**config.mk**
```make
export PLATFORM = sky130hd
export DESIGN_NAME = sumo_maneuver_sequencer
export DESIGN_NICKNAME = d
export VERILOG_FILES = /design/src/rtl/sms_pkg.sv /design/src/rtl/sms_front.sv /design/src/rtl/sms_core.sv /design/src/rtl/sumo_maneuver_sequencer.sv
export SDC_FILE = /design/constraint.sdc
export NUM_CORES = 1
export LEC_CHECK = 0
export ABC_AREA = 1
export BUFFER_PORTS_ARGS = -buffer_cell sky130_fd_sc_hd__buf_4
export CORE_MARGIN = 5
export CORE_UTILIZATION = 25
export CTS_CLUSTER_DIAMETER = 120
export DETAILED_ROUTE_END_ITERATION = 10
export SYNTH_ARGS = -nofsm -noshare
export SYNTH_HDL_FRONTEND = slang
export SYNTH_SLANG_ARGS = --single-unit
```
**constraint.sdc**
```tcl
create_clock -name i_clk -period 7.9 [get_ports i_clk]
set_input_delay 0.395 -clock i_clk [delete_from_list [all_inputs] [get_ports i_clk]]
set_output_delay 0.395 -clock i_clk [all_outputs]
set_load 0.02 [all_outputs]
```
**src/rtl/sms_pkg.sv**
```systemverilog
// sms_pkg: shared types, codes and constants of the sumo maneuver sequencer.
// No dependencies; imported by sms_front, sms_core and sumo_maneuver_sequencer.
package sms_pkg;

    // Stream word widths
    localparam int IN_DATA_W  = 120;  // 119 field bits, padded to whole bytes
    localparam int OUT_DATA_W = 16;
    localparam int CFG_ADDR_W = 3;
    localparam int CFG_DATA_W = 16;

    // Input word bit positions
    localparam int POS_TIME  = 0;
    localparam int POS_LINEL = 32;
    localparam int POS_LINER = 42;
    localparam int POS_OPPL  = 52;
    localparam int POS_OPPR  = 53;
    localparam int POS_RAW   = 54;
    localparam int POS_ADDR  = 86;
    localparam int POS_CMD   = 102;
    localparam int POS_REP   = 118;

    // Classified IR frame codes
    localparam logic [1:0] IR_NONE    = 2'd0;
    localparam logic [1:0] IR_START_R = 2'd1;
    localparam logic [1:0] IR_START_L = 2'd2;
    localparam logic [1:0] IR_STOP    = 2'd3;

    // Sequencer modes
    localparam logic [3:0] MODE_SEARCH       = 4'd0;
    localparam logic [3:0] MODE_INIT         = 4'd1;
    localparam logic [3:0] MODE_INIT_STOP    = 4'd2;
    localparam logic [3:0] MODE_BOTH_BACKUP  = 4'd3;
    localparam logic [3:0] MODE_BOTH_SPIN    = 4'd4;
    localparam logic [3:0] MODE_LEFT_BACKUP  = 4'd5;
    localparam logic [3:0] MODE_LEFT_PIVOT   = 4'd6;
    localparam logic [3:0] MODE_RIGHT_BACKUP = 4'd7;
    localparam logic [3:0] MODE_RIGHT_PIVOT  = 4'd8;
    localparam logic [3:0] MODE_TURN_STOP    = 4'd9;

    // Motor commands
    localparam logic [3:0] CMD_HOLD     = 4'd0;
    localparam logic [3:0] CMD_STOP     = 4'd1;
    localparam logic [3:0] CMD_SPIN_CW  = 4'd2;
    localparam logic [3:0] CMD_SPIN_CCW = 4'd3;
    localparam logic [3:0] CMD_PIVOT_R  = 4'd4;
    localparam logic [3:0] CMD_PIVOT_L  = 4'd5;
    localparam logic [3:0] CMD_BACK     = 4'd6;
    localparam logic [3:0] CMD_LEFT     = 4'd7;
    localparam logic [3:0] CMD_RIGHT    = 4'd8;
    localparam logic [3:0] CMD_FWD      = 4'd9;

    // Fixed recovery speeds
    localparam logic [7:0] SPD_BACK_BOTH = 8'd200;
    localparam logic [7:0] SPD_BACK_SIDE = 8'd100;
    localparam logic [7:0] SPD_TURN      = 8'd180;

    // Known remote frames
    localparam logic [31:0] RAW_START_R0 = 32'h8505_0080;
    localparam logic [31:0] RAW_START_R1 = 32'h0000_A020;
    localparam logic [31:0] RAW_START_R2 = 32'hA020_0080;
    localparam logic [31:0] RAW_START_L0 = 32'hB232_0080;
    localparam logic [31:0] RAW_START_L1 = 32'h0000_B232;
    localparam logic [31:0] RAW_STOP0    = 32'hBF3F_0080;
    localparam logic [31:0] RAW_STOP1    = 32'h0000_BF3F;
    localparam logic [31:0] RAW_STOP2    = 32'hBE3E_0080;
    localparam logic [31:0] RAW_STOP3    = 32'h0000_BE3E;
    localparam logic [15:0] HALF_STOP0   = 16'hBF3F;
    localparam logic [15:0] HALF_STOP1   = 16'hBE3E;
    localparam logic [7:0]  BYTE_STOP0   = 8'h3F;
    localparam logic [7:0]  BYTE_STOP1   = 8'h3E;
    localparam logic [15:0] ADDR_STOP    = 16'h0080;

    // floor(t / 500) = floor((t >> 2) * BLINK_RECIP / 2^37), exact for t < 2^32
    localparam logic [30:0] BLINK_RECIP = 31'd1099511628;
    localparam int          BLINK_SHIFT = 37;

    // Configuration register indexes
    localparam logic [CFG_ADDR_W-1:0] REG_EDGE_THR   = 3'd0;
    localparam logic [CFG_ADDR_W-1:0] REG_DEBOUNCE   = 3'd1;
    localparam logic [CFG_ADDR_W-1:0] REG_BASE_SPD   = 3'd2;
    localparam logic [CFG_ADDR_W-1:0] REG_SEARCH_SPD = 3'd3;
    localparam logic [CFG_ADDR_W-1:0] REG_INIT_SPIN  = 3'd4;
    localparam logic [CFG_ADDR_W-1:0] REG_BACK_BOTH  = 3'd5;
    localparam logic [CFG_ADDR_W-1:0] REG_BACK_SIDE  = 3'd6;
    localparam logic [CFG_ADDR_W-1:0] REG_TURN       = 3'd7;

    // Item as it leaves the front stage
    typedef struct packed {
        logic        action;     // 0 tick, 1 IR frame
        logic [31:0] time_ms;
        logic [9:0]  line_left;
        logic [9:0]  line_right;
        logic        opp_left_seen;
        logic        opp_right_seen;
        logic        ir_repeat;
        logic [1:0]  ir_class;   // classification without the repeat rule
        logic        blink;      // bit 0 of time_ms / 500
    } t_item;

    // Stage handshake toward the core
    typedef struct packed {
        logic valid;
        logic advance;
    } t_stage_ctl;

endpackage

```
**src/rtl/sms_front.sv**
```systemverilog
// sms_front: input register stage; classifies IR frames and derives the blink bit.
// Depends on sms_pkg.
module sms_front
    import sms_pkg::*;
(
    input  logic                  i_clk,
    input  logic                  i_rst_n,
    input  logic                  i_load,
    input  logic                  i_advance,
    input  logic [IN_DATA_W-1:0]  i_tdata,
    input  logic                  i_tuser,
    output logic                  o_valid,
    output t_item                 o_item
);

    logic [31:0] w_raw;
    logic [15:0] w_addr;
    logic [15:0] w_cmd;
    logic [31:0] w_time;
    logic [60:0] w_prod;
    logic        w_half;
    logic        w_byte;
    logic        w_stop;
    logic        w_start_r;
    logic        w_start_l;
    logic [1:0]  w_class;

    logic        r_valid;
    t_item       r_item;

    assign w_time = i_tdata[POS_TIME +: 32];
    assign w_raw  = i_tdata[POS_RAW  +: 32];
    assign w_addr = i_tdata[POS_ADDR +: 16];
    assign w_cmd  = i_tdata[POS_CMD  +: 16];

    // Reciprocal multiply for the 500 ms blink phase
    assign w_prod = 61'(w_time[31:2]) * 61'(BLINK_RECIP);

    // Stop patterns: whole word, either half, any byte, or address plus command
    assign w_half = (w_raw[15:0]  == HALF_STOP0) || (w_raw[31:16] == HALF_STOP0) ||
                    (w_raw[15:0]  == HALF_STOP1) || (w_raw[31:16] == HALF_STOP1);
    assign w_byte = (w_raw[7:0]   == BYTE_STOP0) || (w_raw[15:8]  == BYTE_STOP0) ||
                    (w_raw[23:16] == BYTE_STOP0) || (w_raw[31:24] == BYTE_STOP0) ||
                    (w_raw[7:0]   == BYTE_STOP1) || (w_raw[15:8]  == BYTE_STOP1) ||
                    (w_raw[23:16] == BYTE_STOP1) || (w_raw[31:24] == BYTE_STOP1);
    assign w_stop = (w_raw == RAW_STOP0) || (w_raw == RAW_STOP1) ||
                    (w_raw == RAW_STOP2) || (w_raw == RAW_STOP3) || w_half || w_byte ||
                    (((w_addr == ADDR_STOP) || (w_addr == 16'd0)) &&
                     ((w_cmd == 16'(BYTE_STOP0)) || (w_cmd == 16'(BYTE_STOP1)) ||
                      (w_cmd == HALF_STOP0) || (w_cmd == HALF_STOP1)));
    assign w_start_r = (w_raw == RAW_START_R0) || (w_raw == RAW_START_R1) ||
                       (w_raw == RAW_START_R2);
    assign w_start_l = (w_raw == RAW_START_L0) || (w_raw == RAW_START_L1);

    // Priority: stop, then start right, then start left
    always_comb begin
        if (w_stop) begin
            w_class = IR_STOP;
        end else if (w_start_r) begin
            w_class = IR_START_R;
        end else if (w_start_l) begin
            w_class = IR_START_L;
        end else begin
            w_class = IR_NONE;
        end
    end

    // Stage valid
    always_ff @(posedge i_clk) begin
        if (!i_rst_n) begin
            r_valid <= 1'b0;
        end else if (i_load) begin
            r_valid <= 1'b1;
        end else if (i_advance) begin
            r_valid <= 1'b0;
        end
    end

    // Stage payload
    always_ff @(posedge i_clk) begin
        if (i_load) begin
            r_item.action         <= i_tuser;
            r_item.time_ms        <= w_time;
            r_item.line_left      <= i_tdata[POS_LINEL +: 10];
            r_item.line_right     <= i_tdata[POS_LINER +: 10];
            r_item.opp_left_seen  <= i_tdata[POS_OPPL];
            r_item.opp_right_seen <= i_tdata[POS_OPPR];
            r_item.ir_repeat      <= i_tdata[POS_REP];
            r_item.ir_class       <= w_class;
            r_item.blink          <= w_prod[BLINK_SHIFT];
        end
    end

    assign o_valid = r_valid;
    assign o_item  = r_item;

endmodule

```
**src/rtl/sms_core.sv**
```systemverilog
// sms_core: configuration registers, sequencer state and the result register.
// Depends on sms_pkg.
module sms_core
    import sms_pkg::*;
(
    input  logic                   i_clk,
    input  logic                   i_rst_n,
    input  logic                   i_cfg_wr_en,
    input  logic [CFG_ADDR_W-1:0]  i_cfg_addr,
    input  logic [CFG_DATA_W-1:0]  i_cfg_wdata,
    input  t_stage_ctl             i_ctl,
    input  t_item                  i_item,
    output logic                   o_valid,
    output logic [OUT_DATA_W-1:0]  o_tdata
);

    // Configuration
    logic [9:0]  r_edge_thr;
    logic [3:0]  r_debounce;
    logic [7:0]  r_base_spd;
    logic [7:0]  r_search_spd;
    logic [15:0] r_init_spin;
    logic [15:0] r_back_both;
    logic [15:0] r_back_side;
    logic [15:0] r_turn;

    // Sequencer state
    logic        r_armed,        n_armed;
    logic        r_start_right,  n_start_right;
    logic        r_initial_done, n_initial_done;
    logic [3:0]  r_mode,         n_mode;
    logic [31:0] r_mark,         n_mark;
    logic [3:0]  r_lcnt,         n_lcnt;
    logic [3:0]  r_rcnt,         n_rcnt;
    logic [1:0]  r_last_ir,      n_last_ir;
    logic        r_red,          n_red;
    logic        r_green,        n_green;

    // Result register
    logic        r_out_valid;
    logic [3:0]  r_out_cmd,  n_cmd;
    logic [7:0]  r_out_spd,  n_spd;
    logic        r_out_red;
    logic        r_out_green;
    logic [1:0]  r_out_act,  n_act;

    logic        w_take;
    logic [31:0] w_delta;
    logic        w_le;
    logic        w_re;
    logic        w_ld;
    logic        w_rd;

    assign w_take  = i_ctl.valid && i_ctl.advance;
    assign w_delta = i_item.time_ms - r_mark;
    assign w_le    = i_item.line_left  < r_edge_thr;
    assign w_re    = i_item.line_right < r_edge_thr;

    // Next state and result for the item in the front stage
    always_comb begin
        n_armed        = r_armed;
        n_start_right  = r_start_right;
        n_initial_done = r_initial_done;
        n_mode         = r_mode;
        n_mark         = r_mark;
        n_lcnt         = r_lcnt;
        n_rcnt         = r_rcnt;
        n_last_ir      = r_last_ir;
        n_red          = r_red;
        n_green        = r_green;
        n_cmd          = CMD_HOLD;
        n_spd          = 8'd0;
        n_act          = IR_NONE;
        w_ld           = 1'b0;
        w_rd           = 1'b0;

        if (i_item.action) begin
            // IR frame: repeat reuses the last action
            if (i_item.ir_repeat && (r_last_ir != IR_NONE)) begin
                n_act = r_last_ir;
            end else begin
                n_act = i_item.ir_class;
            end
            n_last_ir = n_act;
            if (n_act == IR_STOP) begin
                n_armed        = 1'b0;
                n_initial_done = 1'b0;
                n_mode         = MODE_SEARCH;
                n_cmd          = CMD_STOP;
            end else if (n_act != IR_NONE) begin
                n_start_right  = (n_act == IR_START_R);
                n_armed        = 1'b1;
                n_initial_done = 1'b0;
                n_mode         = MODE_SEARCH;
            end
        end else if (!r_armed) begin
            // Disarmed tick: stopped, red blinks
            n_cmd   = CMD_STOP;
            n_red   = i_item.blink;
            n_green = 1'b0;
        end else begin
            n_red   = 1'b0;
            n_green = 1'b1;
            unique case (r_mode) inside
                MODE_INIT: begin
                    n_cmd  = r_start_right ? CMD_SPIN_CW : CMD_SPIN_CCW;
                    n_spd  = r_search_spd;
                    n_mark = i_item.time_ms;
                    n_mode = MODE_INIT_STOP;
                end
                MODE_INIT_STOP: begin
                    if (w_delta >= 32'(r_init_spin)) begin
                        n_cmd  = CMD_STOP;
                        n_mark = i_item.time_ms;
                        n_mode = MODE_SEARCH;
                    end
                end
                MODE_BOTH_BACKUP: begin
                    n_cmd  = CMD_BACK;
                    n_spd  = SPD_BACK_BOTH;
                    n_mark = i_item.time_ms;
                    n_mode = MODE_BOTH_SPIN;
                end
                MODE_BOTH_SPIN: begin
                    if (w_delta >= 32'(r_back_both)) begin
                        n_cmd  = CMD_SPIN_CW;
                        n_spd  = SPD_TURN;
                        n_mark = i_item.time_ms;
                        n_mode = MODE_TURN_STOP;
                    end
                end
                MODE_LEFT_BACKUP, MODE_RIGHT_BACKUP: begin
                    n_cmd  = CMD_BACK;
                    n_spd  = SPD_BACK_SIDE;
                    n_mark = i_item.time_ms;
                    n_mode = (r_mode == MODE_LEFT_BACKUP) ? MODE_LEFT_PIVOT
                                                          : MODE_RIGHT_PIVOT;
                end
                MODE_LEFT_PIVOT, MODE_RIGHT_PIVOT: begin
                    if (w_delta >= 32'(r_back_side)) begin
                        n_cmd  = (r_mode == MODE_LEFT_PIVOT) ? CMD_PIVOT_R : CMD_PIVOT_L;
                        n_spd  = SPD_TURN;
                        n_mark = i_item.time_ms;
                        n_mode = MODE_TURN_STOP;
                    end
                end
                MODE_TURN_STOP: begin
                    if (w_delta >= 32'(r_turn)) begin
                        n_cmd  = CMD_STOP;
                        n_mark = i_item.time_ms;
                        n_mode = MODE_SEARCH;
                    end
                end
                MODE_SEARCH: begin
                    if (!r_initial_done) begin
                        n_initial_done = 1'b1;
                        n_mode         = MODE_INIT;
                    end else if (w_le || w_re) begin
                        // Ring edge: pick the recovery by which side saw it
                        if (w_le && w_re) begin
                            n_mode = MODE_BOTH_BACKUP;
                        end else if (w_le) begin
                            n_mode = MODE_LEFT_BACKUP;
                        end else begin
                            n_mode = MODE_RIGHT_BACKUP;
                        end
                    end else begin
                        // Up/down debounce, saturating at the debounce level
                        if (i_item.opp_left_seen) begin
                            if (r_lcnt < r_debounce) n_lcnt = r_lcnt + 4'd1;
                        end else if (r_lcnt != 4'd0) begin
                            n_lcnt = r_lcnt - 4'd1;
                        end
                        if (i_item.opp_right_seen) begin
                            if (r_rcnt < r_debounce) n_rcnt = r_rcnt + 4'd1;
                        end else if (r_rcnt != 4'd0) begin
                            n_rcnt = r_rcnt - 4'd1;
                        end
                        w_ld = (n_lcnt >= r_debounce);
                        w_rd = (n_rcnt >= r_debounce);
                        if (w_ld || w_rd) begin
                            if (w_ld && !w_rd) begin
                                n_cmd = CMD_LEFT;
                            end else if (w_rd && !w_ld) begin
                                n_cmd = CMD_RIGHT;
                            end else begin
                                n_cmd = CMD_FWD;
                            end
                            n_spd = r_base_spd;
                        end else begin
                            n_cmd = CMD_SPIN_CW;
                            n_spd = r_search_spd;
                        end
                    end
                end
                default: begin
                    // unreachable modes hold the motors
                end
            endcase
        end
    end

    // Configuration writes
    always_ff @(posedge i_clk) begin
        if (!i_rst_n) begin
            r_edge_thr   <= 10'd900;
            r_debounce   <= 4'd2;
            r_base_spd   <= 8'd200;
            r_search_spd <= 8'd100;
            r_init_spin  <= 16'd350;
            r_back_both  <= 16'd250;
            r_back_side  <= 16'd150;
            r_turn       <= 16'd300;
        end else if (i_cfg_wr_en) begin
            unique case (i_cfg_addr)
                REG_EDGE_THR:   r_edge_thr   <= i_cfg_wdata[9:0];
                REG_DEBOUNCE:   r_debounce   <= i_cfg_wdata[3:0];
                REG_BASE_SPD:   r_base_spd   <= i_cfg_wdata[7:0];
                REG_SEARCH_SPD: r_search_spd <= i_cfg_wdata[7:0];
                REG_INIT_SPIN:  r_init_spin  <= i_cfg_wdata;
                REG_BACK_BOTH:  r_back_both  <= i_cfg_wdata;
                REG_BACK_SIDE:  r_back_side  <= i_cfg_wdata;
                REG_TURN:       r_turn       <= i_cfg_wdata;
                default:        r_turn       <= r_turn;
            endcase
        end
    end

    // Sequencer state update
    always_ff @(posedge i_clk) begin
        if (!i_rst_n) begin
            r_armed        <= 1'b0;
            r_start_right  <= 1'b0;
            r_initial_done <= 1'b0;
            r_mode         <= MODE_SEARCH;
            r_mark         <= 32'd0;
            r_lcnt         <= 4'd0;
            r_rcnt         <= 4'd0;
            r_last_ir      <= IR_NONE;
            r_red          <= 1'b1;
            r_green        <= 1'b0;
        end else if (w_take) begin
            r_armed        <= n_armed;
            r_start_right  <= n_start_right;
            r_initial_done <= n_initial_done;
            r_mode         <= n_mode;
            r_mark         <= n_mark;
            r_lcnt         <= n_lcnt;
            r_rcnt         <= n_rcnt;
            r_last_ir      <= n_last_ir;
            r_red          <= n_red;
            r_green        <= n_green;
        end
    end

    // Result register valid
    always_ff @(posedge i_clk) begin
        if (!i_rst_n) begin
            r_out_valid <= 1'b0;
        end else if (i_ctl.advance) begin
            r_out_valid <= i_ctl.valid;
        end
    end

    // Result register payload
    always_ff @(posedge i_clk) begin
        if (w_take) begin
            r_out_cmd   <= n_cmd;
            r_out_spd   <= n_spd;
            r_out_red   <= n_red;
            r_out_green <= n_green;
            r_out_act   <= n_act;
        end
    end

    assign o_valid = r_out_valid;
    assign o_tdata = {r_out_act, r_out_green, r_out_red, r_out_spd, r_out_cmd};

endmodule

```
**src/rtl/sumo_maneuver_sequencer.sv**
```systemverilog
// sumo_maneuver_sequencer: top level of the robot drive sequencer.
// Depends on sms_pkg, sms_front and sms_core.
//
//  Channel  | Ports                       | Word contents
//  ---------+-----------------------------+-----------------------------------------
//  in       | i_s_axis_t*, o_s_axis_tready| tuser action; tdata time, lines, opp, IR
//  out      | o_m_axis_t*, i_m_axis_tready| cmd, speed, red, green, ir_action
//  config   | i_cfg_wr_en/addr/wdata      | eight registers, write only
//
// Two-stage pipeline: an input register stage (IR classification and blink
// phase multiply) and the result register (state update). One word is
// accepted every cycle while the output is taken.
// A stall on the output holds both stages; the input stage still takes a
// word while it is empty. Reset is synchronous, active low, and loads the
// register defaults.
module sumo_maneuver_sequencer
    import sms_pkg::*;
(
    input  logic                   i_clk,
    input  logic                   i_rst_n,
    // time[31:0], line_left[41:32], line_right[51:42], opp_left_seen[52],
    // opp_right_seen[53], raw_code[85:54], ir_address[101:86],
    // ir_command[117:102], ir_repeat[118], zero[119]
    input  logic [IN_DATA_W-1:0]   i_s_axis_tdata,
    // action[0]
    input  logic                   i_s_axis_tuser,
    input  logic                   i_s_axis_tvalid,
    output logic                   o_s_axis_tready,
    // motor_cmd[3:0], motor_speed[11:4], red_lamp[12], green_lamp[13],
    // ir_action[15:14]
    output logic [OUT_DATA_W-1:0]  o_m_axis_tdata,
    output logic                   o_m_axis_tvalid,
    input  logic                   i_m_axis_tready,
    input  logic                   i_cfg_wr_en,
    input  logic [CFG_ADDR_W-1:0]  i_cfg_addr,
    input  logic [CFG_DATA_W-1:0]  i_cfg_wdata
);

    logic       w_s1_valid;
    logic       w_load;
    t_item      w_item;
    t_stage_ctl w_ctl;

    // Pipeline moves when the result register is empty or being taken
    assign w_ctl.advance   = !o_m_axis_tvalid || i_m_axis_tready;
    assign w_ctl.valid     = w_s1_valid;
    assign o_s_axis_tready = !w_s1_valid || w_ctl.advance;
    assign w_load          = i_s_axis_tvalid && o_s_axis_tready;

    sms_front u_front (
        .i_clk     (i_clk),
        .i_rst_n   (i_rst_n),
        .i_load    (w_load),
        .i_advance (w_ctl.advance),
        .i_tdata   (i_s_axis_tdata),
        .i_tuser   (i_s_axis_tuser),
        .o_valid   (w_s1_valid),
        .o_item    (w_item)
    );

    sms_core u_core (
        .i_clk       (i_clk),
        .i_rst_n     (i_rst_n),
        .i_cfg_wr_en (i_cfg_wr_en),
        .i_cfg_addr  (i_cfg_addr),
        .i_cfg_wdata (i_cfg_wdata),
        .i_ctl       (w_ctl),
        .i_item      (w_item),
        .o_valid     (o_m_axis_tvalid),
        .o_tdata     (o_m_axis_tdata)
    );

endmodule

```
# Word level (Yosys, flattened, before mapping)
# Cells that the tools add are included.
[totals] register_bits=222 inputBits=145 output_inout_bits=18
[op_classes] addsub=5 mul=1 order_cmp=10 n_eq_ne=54 n_mux=73 n_bitwise=4 reduce_logical=72
[op_table] op="32-bit == test, second input constant" count=5
[op_table] op="32-bit one-hot mux with 5 select lines" count=1
[op_table] op="4-bit two-way mux" count=35
[op_table] op="32-bit by 16-bit == test with 1-bit output, second input constant" count=4
[op_table] op="32-bit by 16-bit greater-or-equal comparator with 1-bit output" count=4
[op_table] op="32-bit two-way mux" count=4
[op_table] op="16-bit == test, second input constant" count=6
[op_table] op="8-bit by 6-bit == test with 1-bit output, second input constant" count=8
[op_table] op="8-bit one-hot mux with 6 select lines" count=1
[op_table] op="8-bit two-way mux" count=5
[op_table] op="30-bit by 29-bit multiplier with 36-bit output, second input constant" count=1
[op_table] op="16-bit by 6-bit == test with 1-bit output, second input constant" count=2
[op_table] op="4-bit one-hot mux with 8 select lines" count=1
[op_table] op="32-bit subtractor" count=1
[op_table] op="4-bit one-hot mux with 7 select lines" count=1
[op_table] op="1-bit logical OR" count=27
[op_table] op="10-bit < comparator" count=2
[op_table] op="1-bit two-way mux" count=19
[op_table] op="2-bit AND reduction" count=9
[op_table] op="16-bit by 8-bit == test with 1-bit output, second input constant" count=1
[op_table] op="4-bit by 3-bit == test with 1-bit output, second input constant" count=4
[op_table] op="16-bit zero test" count=1
[op_table] op="3-bit == test, second input constant" count=4
[op_table] op="2-bit two-way mux" count=6
[op_table] op="34 further kinds" count=67

# Logic depth before layout (Yosys ltp)
[logic_depth] word_depth=19 ltp_mapped=30

# Cells and area by module
# From an unflattened synthesis, not the netlist that was laid out.
[unflattened] hier_cells=2849 area_unflattened_um2=23044.6
[by_module_without_submodules] module="sms_core" n_inst=1 cells_per_inst=1737 area_per_inst_um2=11609.9 seq_area_each_um2=3403.3
[by_module_without_submodules] module="sms_front" n_inst=1 cells_per_inst=1107 area_per_inst_um2=11409.7 seq_area_each_um2=1791.7
[by_module_without_submodules] module="sumo_maneuver_sequencer" n_inst=1 cells_per_inst=5 area_per_inst_um2=25.0 seq_area_each_um2=0.0

# Worst setup path after synthesis
# Ideal clock, no wire load.
[synth_path] kind="input port to flip-flop" start="in i_s_axis_tdata[10]" end="reg u_front.r_item (netlist bit u_front.o_item[0]) (data pin)" setup_ns=0.269 t_arrival_ns=5.529 required_time_ns=7.631 path_slack_ns=2.102 path_stages=20 n_path_buf=0 path_cell_list="ha_1 fa_1 fa_1 inv_1 fa_1 inv_1 fa_1 fa_1 fa_1 inv_1 fa_1 inv_1 ha_1 a21oi_1 nor2_1 a2111oi_0 nand2_1 a31oi_1 o31ai_1 xor2_1"
[synth_between] elab_chain_cells=1
[synth_rtl] item="from (decl)" line_no="sumo_maneuver_sequencer.sv:24" text="input logic [IN_DATA_W-1:0] i_s_axis_tdata,"
[synth_rtl] item="30-bit by 29-bit multiplier with 36-bit output" line_no="sms_front.sv:37" text="assign w_prod = 61'(w_time[31:2]) * 61'(BLINK_RECIP);"
[synth_rtl] item="via u_front.w_prod[37]" line_no="sms_front.sv:20" text="logic [60:0] w_prod;"
[synth_rtl] item="to (decl)" line_no="sms_front.sv:29" text="t_item r_item;"
# The timed path passes the listed nets, and every way through them passes these cells.
# A chain may end at the register's enable or synchronous reset.

# Worst setup path in the final report
# Ends and elaborated chain as after synthesis.

==> flow_summary.toml <==
[global_route]
met3_usage_pct = 1.522
grt_busiest_layer = "met2"
grt_pass1_wl_um = 94320
grt_use_total_pct = 11.72
antenna_found_initial = 1
grt_util_met2_pct = 19.83
met1_usage_pct = 16.07
grt-ovfl-total = 0
grt_pass1_vias = 18155
grt_max_degree = 76

[drt]
drt_iter0_markers = 895
drc = 0
antenna_left = 0
wl_per_cell_um = 13.86
firstDrtPassIters = 5
viasPerCell = 4.357
vias = 17998
wirelength_um = 57240

[worst_setup_path]
endpoint = "u_front.o_item[0]"
r2r_start = "u_front.o_item[26]"
crit_start = "i_s_axis_tdata[10]"
crit_family = "adder cells"
cp.arrival_ps = 6310
path_buf_inv = 5
crit_slowest_cell = "fa_1"
worst_r2r_path_depth = 25
r2r_end = "u_core.r_mark[16]"
crit_chain = "buf_4, ha_1, fa_1, fa_1, inv_1, fa_1, inv_1, fa_1, fa_1, fa_1, inv_1, fa_1, inv_1, ha_1, a21oi_1, nor2_1, a2111oi_0, nand2_1, a31oi_1, o31ai_1, xor2_1"
ff2ff_setup_slack_ps = 3640
cp-end-kind = "flop"
worstPathMaxFanout = 11
slowest_delay_ps = 550
cp.depth = 21
cp.required_ps = 8170
cp-start-kind = "primary input"
crit_top_cell = "fa_1"
crit_type = "in -> reg"

[cts]
htreeDepth = 1
clk_pin_slew_ps = 50
cts_sinks = 222
cts-root-buf = "clkbuf_16"
postCtsSetupBuffers = 0
clock_latency_ps = 560
postCtsResizedCells = 0
cts_buffer_depth = 3
cts_buffers = 27
cts_tree = "built"

[sta]
setup_viol = 0
timing.final.crit_share_pct = 76.44
min_period_ps = 6039
fmax_ghz = 0.1656
skew_ps = 18.25
drv_slew = 0
max_slew_margin_pct = 40.00
worst_pin_slew_ps = 890.5
rsz0062_at_grt = "no"
hold_viol = 0
setup_ws_ps = 1861
finalSetupTns_ps = 0

[placement]
post-place-cells = 4056
io_buffer_count = 160
place_hpwl_um = 46220
gp_congestion = 0.8414
place_ws_ps = 1282

[job]
cap_viol_max_count = 0

[pwr]
p_sw_uw = 3610
leakagePower_uw = 0.01302
p_comb_share_pct = 67.6
power_frac_clock_pct = 16.3
sequentialPowerShare_pct = 16.1
p_int_uw = 4370
vdd_drop_max_mv = 0.4349
power_density_mw_per_mm2 = 301.9
switching_share_pct = 45.23

[synthesis]
synth_common_cells = "inv_1, nand2_1, ha_1"
synth_area_leaders = "ha_1, fa_1, dfxtp_1"
post-synth-top-area-cell = "ha_1"
synth-seq-cells = 222
syn_area_mm2 = 0.02274
synth_top_area_share_pct = 19.98
synth_edf_count = 75
syn-num-nets = 3476
yosysUniqueCellTypes = 53
async_flop_share_pct = 0
postSynthCellCount = 2757
synth.most_common_cell = "inv_1"
ys.flop_type = "dfxtp_1"
ys_warn_count = 0
avgSynthCellArea_um2 = 8.247
ys_seq_area_share_pct = 22.85

[floorplan]
initial_core_util_pct = 25.22
fp.dieH_um = 311.6
die-area_mm2 = 0.09708
pin_count = 163
core_area_mm2 = 0.09015
die_x_um = 311.6
row_count = 110

[layout]
fillers = 9603
drive_above_1_share_pct = 8.294
final_nets = 3652
syn2layout_area_growth_pct = 16.26
layoutNonFillerInstCount = 4131

[status]
outcome = "completed"

[worst_hold_path]
worstHoldStart = "i_s_axis_tdata[0]"
hold_class = "in -> reg"
==> logic make-up (layout without fill, tap and decap cells) <==
| family | after synthesis | after routing | share of synthesized area [%] |
|---|---|---|---|
| AOI/OAI and AO/OA | 351 | 351 | 8.623 |
| buffers and inverters | 685 | 882 | 11.51 |
| xor gates and xnor gates | 47 | 47 | 1.811 |
| muxes | 2 | 2 | 0.08805 |
| other | 0 | 1 | 0 |
| and+or+nand+nor | 876 | 876 | 16.57 |
| DFF | 222 | 222 | 22.85 |
| adders and majority gates | 574 | 574 | 38.55 |
==> worst min-delay path by stage <==
stage	to	slack, ps	cells after the start
after floorplan	u_core.r_base_spd[7]	430	2
after global placement	u_core.r_mark[8]	450	2
after detailed placement	u_core.r_last_ir[1]	450	2
after CTS	u_front.o_item[26]	20	1
after global routing	u_front.o_item[26]	20	1
final	u_front.o_item[26]	40	1
==> flip-flops by register name (all words and copies together), names as in the netlist, 2 cells and up <==
name / count
u_core.r_back_both: 16
u_core.r_back_side: 16
u_core.r_base_spd: 8
u_core.r_debounce: 4
u_core.r_edge_thr: 10
u_core.r_init_spin: 16
u_core.r_last_ir: 2
u_core.r_lcnt: 4
u_core.r_mark: 32
u_core.r_mode: 4
u_core.r_out_act: 2
u_core.r_out_cmd: 4
u_core.r_out_spd: 8
u_core.r_rcnt: 4
u_core.r_search_spd: 8
u_core.r_turn: 16
u_front.o_item: 59
==> metrics by stage <==
stage / util, % / power [uW] / hold slack (ps) / area [um^2]
finish: 29.32 / 7979 / 38.14 / 26430
global route: 29.32 / 9152 / 15.44 / 26430
CTS: 29.32 / 8131 / 19.65 / 26430
detailed placement: 28.01 / 6744 / 452.6 / 25250
global placement: 28.01 / 6643 / 448.4 / 25250
floorplan: - / 5388 / 428.2 / 22740
==> cell type report <==
cell class	instances	area [um^2]	area share, %
clock inverter	20	231.5	0.8757
sequential	222	5195	19.65
inverter	641	2406	9.102
antenna	1	2.502	0.009467
multi-input combinational	1850	14930	56.46
clock buffer	30	708.2	2.679
timing repair buffer	191	1494	5.652
tap	1176	1471	5.566
==> power by group through the flow <==
stage | combinational (uW) | sequential (uW) | clock (uW)
floorplan | 4090 | 1300 | 0
global placement | 5330 | 1310 | 0
detailed placement | 5440 | 1310 | 0
CTS | 5500 | 1280 | 1340
global route | 6470 | 1290 | 1390
finish | 5390 | 1280 | 1300
==> repair_timing <==
action                                 4_1_cts  5_1_grt
hold buffers                                24        0
endpoints found under the hold margin       24        0
setup endpoints to repair                    0        0
==> layout by cell type, fill, tap and decap left out, types with 8 or more instances in the layout <==
cell / Yosys / routed
a211oi_1: 12 / 12
inv_2: 7 / 8
ha_1: 363 / 363
fa_1: 211 / 211
o211ai_1: 28 / 28
a21oi_1: 155 / 155
nand3_1: 75 / 75
edfxtp_1: 75 / 75
nor2_2: 10 / 10
o21ai_0: 118 / 118
inv_1: 633 / 632
xnor2_1: 19 / 19
dlygate4sd3_1: 0 / 24
buf_4: 3 / 167
nand4_1: 28 / 28
xor2_1: 28 / 28
nor4_1: 13 / 13
nor2_1: 218 / 218
nand3b_1: 37 / 37
nor3_1: 21 / 21
dfxtp_1: 147 / 147
clkbuf_16: 0 / 28
a31oi_1: 12 / 12
nand2_1: 451 / 451
==> worst reg2reg max path: cells and delay by family, from the launching register on <==
family,cells,cell delay [ps]
DFF,1,350
and+or+nand+nor,17,1500
AOI/OAI and AO/OA,1,370
adders and majority gates,3,990
buffers and inverters,3,480
xor gates and xnor gates,1,500
==> layer usage <==
metal | up-vias | part of all wire (%)
met3 | 65 | 4.1
met4 | 0 | 2.1
li1 | 9133 | -
met5 | - | 0
met2 | 344 | 46
met1 | 8456 | 47
Note: power is estimated with default switching activity, not from simulation.
